$ cat src/rtl/core/atp_pkg.sv
package atp_pkg;

  localparam int CHAR_W     = 8;
  localparam int ADDR_BYTES = 6;
  localparam int ADDR_W     = 8 * ADDR_BYTES;
  localparam int SECTION_W  = 9;
  localparam int COUNT_W    = 3;

  localparam logic [CHAR_W-1:0] CHAR_NUL   = 8'h00;
  localparam logic [CHAR_W-1:0] SEP_DOT    = 8'h2E;
  localparam logic [CHAR_W-1:0] SEP_COLON  = 8'h3A;
  localparam logic [CHAR_W-1:0] CHAR_ZERO  = 8'h30;
  localparam logic [CHAR_W-1:0] CHAR_LOW_A = 8'h61;
  localparam logic [CHAR_W-1:0] CHAR_UP_A  = 8'h41;

  localparam logic [3:0] HEX_A_VALUE = 4'ha;

  localparam logic [COUNT_W-1:0] LAST_DEC = 3'd3;
  localparam logic [COUNT_W-1:0] LAST_HEX = 3'd5;

  localparam logic [SECTION_W-1:0] SECTION_LIMIT = 9'd255;
  localparam logic [SECTION_W-1:0] SECTION_SAT   = 9'd511;

  typedef struct packed {
    logic [ADDR_W-1:0] address_bytes;
    logic              parse_error;
  } result_t;

endpackage

$ cat src/rtl/core/address_text_parser_unit.sv
// Streaming parser for IPv4 dotted-decimal (hex_mode 0) or colon-separated hex MAC
// text (hex_mode 1), one character per request on the slave side. A character code
// of 0 ends a string and yields one result holding the six address bytes and an
// error flag; other characters yield nothing. Each character passes an input
// register and is then folded combinationally into the parser state, so the block
// takes one character per clock unless stalled, and a terminator's result is then
// loaded into the result register. The only stall is a terminator that finds
// the result register still full. Bytes that a string does not write keep their
// old values, and hex_mode should be changed only while no character is in flight.
module address_text_parser_unit (
  input  logic                       clk,
  input  logic                       rst,
  input  logic                       hex_mode_we,
  input  logic                       hex_mode_wdata,
  input  logic                       s_tvalid,
  output logic                       s_tready,
  input  logic [atp_pkg::CHAR_W-1:0] s_tdata,   // char_code
  output logic                       m_tvalid,
  input  logic                       m_tready,
  output logic [atp_pkg::ADDR_W-1:0] m_tdata,   // address_bytes
  output logic                       m_tuser    // parse_error
);

  logic                       hex_mode;
  logic                       in_valid;
  logic [atp_pkg::CHAR_W-1:0] in_char;
  logic                       out_free;
  logic                       in_is_end;
  logic                       advance;
  atp_pkg::result_t           result;

  assign out_free  = !m_tvalid || m_tready;
  assign in_is_end = (in_char == atp_pkg::CHAR_NUL);
  assign advance   = in_valid && (!in_is_end || out_free);
  assign s_tready  = !in_valid || advance;

  always_ff @(posedge clk) begin
    if (rst) begin
      hex_mode <= 1'b0;
    end else if (hex_mode_we) begin
      hex_mode <= hex_mode_wdata;
    end
  end

  always_ff @(posedge clk) begin
    if (rst) begin
      in_valid <= 1'b0;
    end else if (s_tready) begin
      in_valid <= s_tvalid;
    end
  end

  always_ff @(posedge clk) begin
    if (s_tready && s_tvalid) begin
      in_char <= s_tdata;
    end
  end

  atp_core u_core (
    .clk        (clk),
    .rst        (rst),
    .hex_mode   (hex_mode),
    .step_valid (advance),
    .step_char  (in_char),
    .result     (result)
  );

  always_ff @(posedge clk) begin
    if (rst) begin
      m_tvalid <= 1'b0;
    end else if (advance && in_is_end) begin
      m_tvalid <= 1'b1;
    end else if (m_tready) begin
      m_tvalid <= 1'b0;
    end
  end

  always_ff @(posedge clk) begin
    if (advance && in_is_end) begin
      m_tdata <= result.address_bytes;
      m_tuser <= result.parse_error;
    end
  end

endmodule

$ cat src/rtl/core/atp_core.sv
module atp_core (
  input  logic                          clk,
  input  logic                          rst,
  input  logic                          hex_mode,
  input  logic                          step_valid,
  input  logic [atp_pkg::CHAR_W-1:0]    step_char,
  output atp_pkg::result_t              result
);

  logic [atp_pkg::ADDR_W-1:0]    address_store, address_store_next;
  logic [atp_pkg::SECTION_W-1:0] section_value, section_value_next;
  logic [atp_pkg::COUNT_W-1:0]   separator_count, separator_count_next;
  logic                          prev_was_separator, prev_was_separator_next;
  logic                          error_seen, error_seen_next;

  logic [atp_pkg::CHAR_W-1:0]    sep_char;
  logic [atp_pkg::COUNT_W-1:0]   last_index;
  logic                          is_digit;
  logic [3:0]                    digit;
  logic [12:0]                   product;
  logic [12:0]                   accum;
  logic [atp_pkg::COUNT_W:0]     count_inc;
  logic                          write_en;
  logic [atp_pkg::COUNT_W-1:0]   write_index;

  assign sep_char   = hex_mode ? atp_pkg::SEP_COLON : atp_pkg::SEP_DOT;
  assign last_index = hex_mode ? atp_pkg::LAST_HEX : atp_pkg::LAST_DEC;
  assign count_inc  = {1'b0, separator_count} + 4'd1;

  always_comb begin
    is_digit = 1'b1;
    digit    = 4'd0;
    if (step_char inside {[8'h30:8'h39]}) begin
      digit = 4'(step_char - atp_pkg::CHAR_ZERO);
    end else if (hex_mode && (step_char inside {[8'h61:8'h66]})) begin
      digit = 4'(step_char - atp_pkg::CHAR_LOW_A) + atp_pkg::HEX_A_VALUE;
    end else if (hex_mode && (step_char inside {[8'h41:8'h46]})) begin
      digit = 4'(step_char - atp_pkg::CHAR_UP_A) + atp_pkg::HEX_A_VALUE;
    end else begin
      is_digit = 1'b0;
    end
  end

  always_comb begin
    if (hex_mode) begin
      product = {section_value, 4'b0};
    end else begin
      product = {1'b0, section_value, 3'b0} + {3'b0, section_value, 1'b0};
    end
    accum = product + {9'd0, digit};
  end

  always_comb begin
    address_store_next      = address_store;
    section_value_next      = section_value;
    separator_count_next    = separator_count;
    prev_was_separator_next = prev_was_separator;
    error_seen_next         = error_seen;
    write_en                = 1'b0;
    write_index             = last_index;

    if (step_char == atp_pkg::CHAR_NUL) begin
      if (!error_seen) begin
        if (section_value <= atp_pkg::SECTION_LIMIT) begin
          write_en = 1'b1;
        end else begin
          error_seen_next = 1'b1;
        end
      end
    end else if (!error_seen) begin
      if (step_char == sep_char) begin
        if ((count_inc > {1'b0, last_index}) || prev_was_separator ||
            (section_value > atp_pkg::SECTION_LIMIT)) begin
          error_seen_next = 1'b1;
        end else begin
          write_en                = 1'b1;
          write_index             = separator_count;
          separator_count_next    = count_inc[atp_pkg::COUNT_W-1:0];
          section_value_next      = '0;
          prev_was_separator_next = 1'b1;
        end
      end else if (!is_digit) begin
        error_seen_next = 1'b1;
      end else begin
        if (accum > 13'(atp_pkg::SECTION_SAT)) begin
          section_value_next = atp_pkg::SECTION_SAT;
        end else begin
          section_value_next = accum[atp_pkg::SECTION_W-1:0];
        end
        prev_was_separator_next = 1'b0;
      end
    end

    if (write_en) begin
      for (int b = 0; b < atp_pkg::ADDR_BYTES; b++) begin
        if (write_index == atp_pkg::COUNT_W'(b)) begin
          address_store_next[8*b +: 8] = section_value[7:0];
        end
      end
    end
  end

  assign result.address_bytes = address_store_next;
  assign result.parse_error   = error_seen_next;

  always_ff @(posedge clk) begin
    if (rst) begin
      address_store      <= '0;
      section_value      <= '0;
      separator_count    <= '0;
      prev_was_separator <= 1'b0;
      error_seen         <= 1'b0;
    end else if (step_valid) begin
      address_store <= address_store_next;
      if (step_char == atp_pkg::CHAR_NUL) begin
        section_value      <= '0;
        separator_count    <= '0;
        prev_was_separator <= 1'b0;
        error_seen         <= 1'b0;
      end else begin
        section_value      <= section_value_next;
        separator_count    <= separator_count_next;
        prev_was_separator <= prev_was_separator_next;
        error_seen         <= error_seen_next;
      end
    end
  end

endmodule

$ cat config.mk
export PLATFORM = sky130hd
export DESIGN_NAME = address_text_parser_unit
export DESIGN_NICKNAME = d
export VERILOG_FILES = /design/src/rtl/core/atp_pkg.sv /design/src/rtl/core/address_text_parser_unit.sv /design/src/rtl/core/atp_core.sv
export SDC_FILE = /design/constraint.sdc
export NUM_CORES = 1
export LEC_CHECK = 0
export CORE_MARGIN = 2
export CORE_UTILIZATION = 26
export CTS_BUF_LIST = sky130_fd_sc_hd__clkbuf_4
export CTS_CLUSTER_SIZE = 25
export DETAILED_ROUTE_END_ITERATION = 12
export DONT_BUFFER_PORTS = 1
export HOLD_SLACK_MARGIN = 0.1
export PLACE_DENSITY = 0.5
export SETUP_SLACK_MARGIN = 0.2
export SLEW_MARGIN = 20
export SYNTH_ARGS = -nofsm -noshare
export SYNTH_HDL_FRONTEND = slang
export SYNTH_HIERARCHICAL = 1
export SYNTH_SLANG_ARGS = --single-unit
$ cat constraint.sdc
create_clock -name clk -period 17.4 [get_ports clk]
set_clock_uncertainty 0.05 [all_clocks]
set_input_delay 1.74 -clock clk [delete_from_list [all_inputs] [get_ports clk]]
set_output_delay 1.74 -clock clk [all_outputs]
set_load 0.02 [all_outputs]
==> flow_summary.yaml <==
yosys:
  synth_cell_types: 63
  synth.area.mux_share: 0.1332
  synth-simple-area-share: 0.1380
  yosys.area_share.xor_xnor: 0.01756
  synth_edf_count: 57
  synth_top_area_frac: 0.2860
  seq_area_frac_synth: 0.5033
  synth_top_area_cell: "edfxtp_1"
  synth_ff_type: "dfxtp_1"
  synth_top_family_by_area: "simple AND/OR/NAND/NOR gates"
  synth_compound_area_frac: 0.1371
  yosys-top-cells-area: "edfxtp_1 29%, dfxtp_1 22%, mux2_2 8.1%"
  yosysWarnings: 6
  synth_seq_cells: 122
  synth_fa_ha_area_frac: 0.04222
  synth_async_sr_flop_share: 0
  syn_nets: 591
  avgSynthCellArea_um2: 10.73
  netlist_instances: 558
  netlist_area_um2: 5986
sta:
  period_share: 0.2380
  tightestPinTransition_ps: 1038
  setup_tns_ps: 0
  hold_viol: 0
  max_freq_mhz: 241.5
  setup_viol: 0
  rsz0062_at_grt: "false"
  final.min_clock_period_ps: 4141
  drv_slew: 0
  max_slew_margin: 0.3083
floorplanning:
  die_w_um: 155.7
  io_pins: 65
  core_area_um2: 22640
  die-area_um2: 24250
  rows: 55
  start_util: 0.2644
  die-height_um: 155.7
clocking:
  cts-htree-levels: 4
  post_cts_buffers: 0
  clockBufferDepth: 2
  cts_tree: "yes"
  clk_pin_slew_ps: 110
  cts-hold-fix-buffers: 0
  ctsResizeCount: 0
  cts.sinks: 122
  numCtsBuffers: 17
  cts_root_buffer: "clkbuf_4"
  clkLatencyLatePin_ps: 530
final_layout:
  syn2layout_area_growth_pct: 9.406
  fin_nets: 583
  fin_util: 0.2893
  drive_above_1_share: 0.1741
placed_design:
  io_buffers: 0
  dp_hpwl_um: 9404
  gp_congestion: 0.7944
power_and_ir_drop:
  p_leak_nw: 2.431
  powerDensity_nw_per_um2: 77.74
  irDropWorstVdd_uv: 29.11
global_route:
  globalRouteTotalUtil: 0.1201
  grt_max_degree: 61
  grt_pass1_wl_um: 22470
  grt_antenna_before_repair: 1
  gr-total-overflow: 0
  grt_pass1_vias: 4100
drt:
  dr.pass1.iters: 5
  drt-initial-drc-count: 301
  drc: 0
  drtAntennaViolNets: 0
  via_per_inst: 5.035
  avgRoutedWirePerCell_um: 16.80
  drt-total-wl_um: 14260
  vias: 4275
job:
  drv_cap: 0
worst_hold_path:
  hp-class: "flop to flop"
setup_path:
  crit_buf_inv: 0
  cp-start-kind: "primary input"
  worst_ep_required_time_ps: 15610
  cp_cell_sequence: "nor2b_1 > nand4_1"
  setup.worst_path.class: "primary input to output pin"
  critPathCaptureType: "output pin"
  cpPeakStageDelay_ps: 330
  critPathArrivalTime_ps: 2350
  crit_path_max_fanout: 4
  critPathTopFamily: "simple AND/OR/NAND/NOR gates"
  critPathSlowestCell: "nand4_1"
status:
  status: "finished clean"
final timing paths:
check	end	slack, ps	depth (start not counted)	from
worst max-delay path	s_tready	13260	2	m_tready
worst min register to register	u_core/address_store[25]	410	2	u_core/address_store[25]
worst max register to register	u_core/section_value[3]	13330	11	in_char[7]
worst min-delay path	u_core/address_store[25]	410	2	u_core/address_store[25]
metal layers:
layer  vias to the layer above  share of wire  wire length [um]  track usage
met2                       121           0.47              6747       0.1938
met3                        15          0.060               859      0.03917
li1                       2054              -                 -            -
met4                         0          0.012               178      0.04500
met1                      2085           0.45              6475       0.1497
met5                         -              0                 0            0
cell usage in the layout (no fill, tap or decap), drive strengths merged, types with 4 or more instances in the layout:
cell type  netlist  final
nand3           23     23
buf              3      5
and3             5      5
nor4             5      5
nor2            43     43
nor2b            6      6
edfxtp          57     57
dfxtp           65     65
mux2i           29     29
a21oi           42     42
mux2            45     45
o21ai           24     24
nand2           51     51
o31ai            4      4
inv             11     16
nor3             9      9
xnor2            5      5
xor2             7      7
clkbuf          29     18
a22oi           10     10
or3b             4      4
or3              5      5
clkinv           1      6
ha              17     17
a211oi           5      5
per-stage QoR:
| step | total power [mW] | area, um^2 | hold slack [ps] | worst slack [ps] | cells |
|---|---|---|---|---|---|
| after global routing | 0.5306 | 6549 | 428.7 | 12920 | 849 |
| after CTS | 0.5165 | 6546 | 406.4 | 13260 | 848 |
| after floorplan | 0.3215 | 5986 | 382.2 | 10230 | 558 |
| after detailed placement | 0.3237 | 6272 | 389.5 | 13260 | 816 |
| after global placement | 0.3231 | 6259 | 384.3 | 13240 | 815 |
| final | 0.5091 | 6549 | 410.6 | 13260 | 849 |
power by group:
part | total [mW] | switching (mW) | internal [mW]
Clock | 0.192 | 0.116 | 0.0754
Sequential | 0.304 | 0.00355 | 0.300
Combinational | 0.0138 | 0.00899 | 0.00484
Total | 0.509 | 0.129 | 0.380
Yosys cell counts (6+ instances only):
cell type,n
nand3_1,23
mux2_2,43
a21oi_1,42
dfxtp_1,65
a22oi_1,10
ha_1,17
nor2_1,43
nor3_1,7
nor2b_1,6
inv_1,11
mux2i_1,29
nand2_1,51
xor2_1,7
clkbuf_1,29
o21ai_0,24
edfxtp_1,57
flip-flops by register name, summed over array words and instances, names as in the netlist, 3 cells and up:
register	cells
m_tdata	48
u_core/section_value	9
u_core/address_store	48
in_char	8
u_core/separator_count	3
worst min-delay path, delay by kind of cell, from the launching register on:
kind,cells,cell delay (ps)
and+or+nand+nor,1,50
AOI/OAI and AO/OA,1,50
DFF,1,330
area by class of cell:
type	instances	area (um^2)
Multi-Input combinational cell	392	2820
Sequential cell	122	3013
Inverter	12	45.04
Antenna cell	1	2.502
Clock inverter	14	138.9
Tap cell	285	356.6
Clock buffer	18	135.1
Timing Repair Buffer	5	37.54
Fill cell	2298	16090
logic make-up after synthesis:
family	after synthesis
and+or+nand+nor	168
DFF	122
AOI/OAI and AO/OA	119
muxes	74
buffers and inverters	44
adders and majority gates	19
xor gates and xnor gates	12
Power figures use the tool's default switching activity.
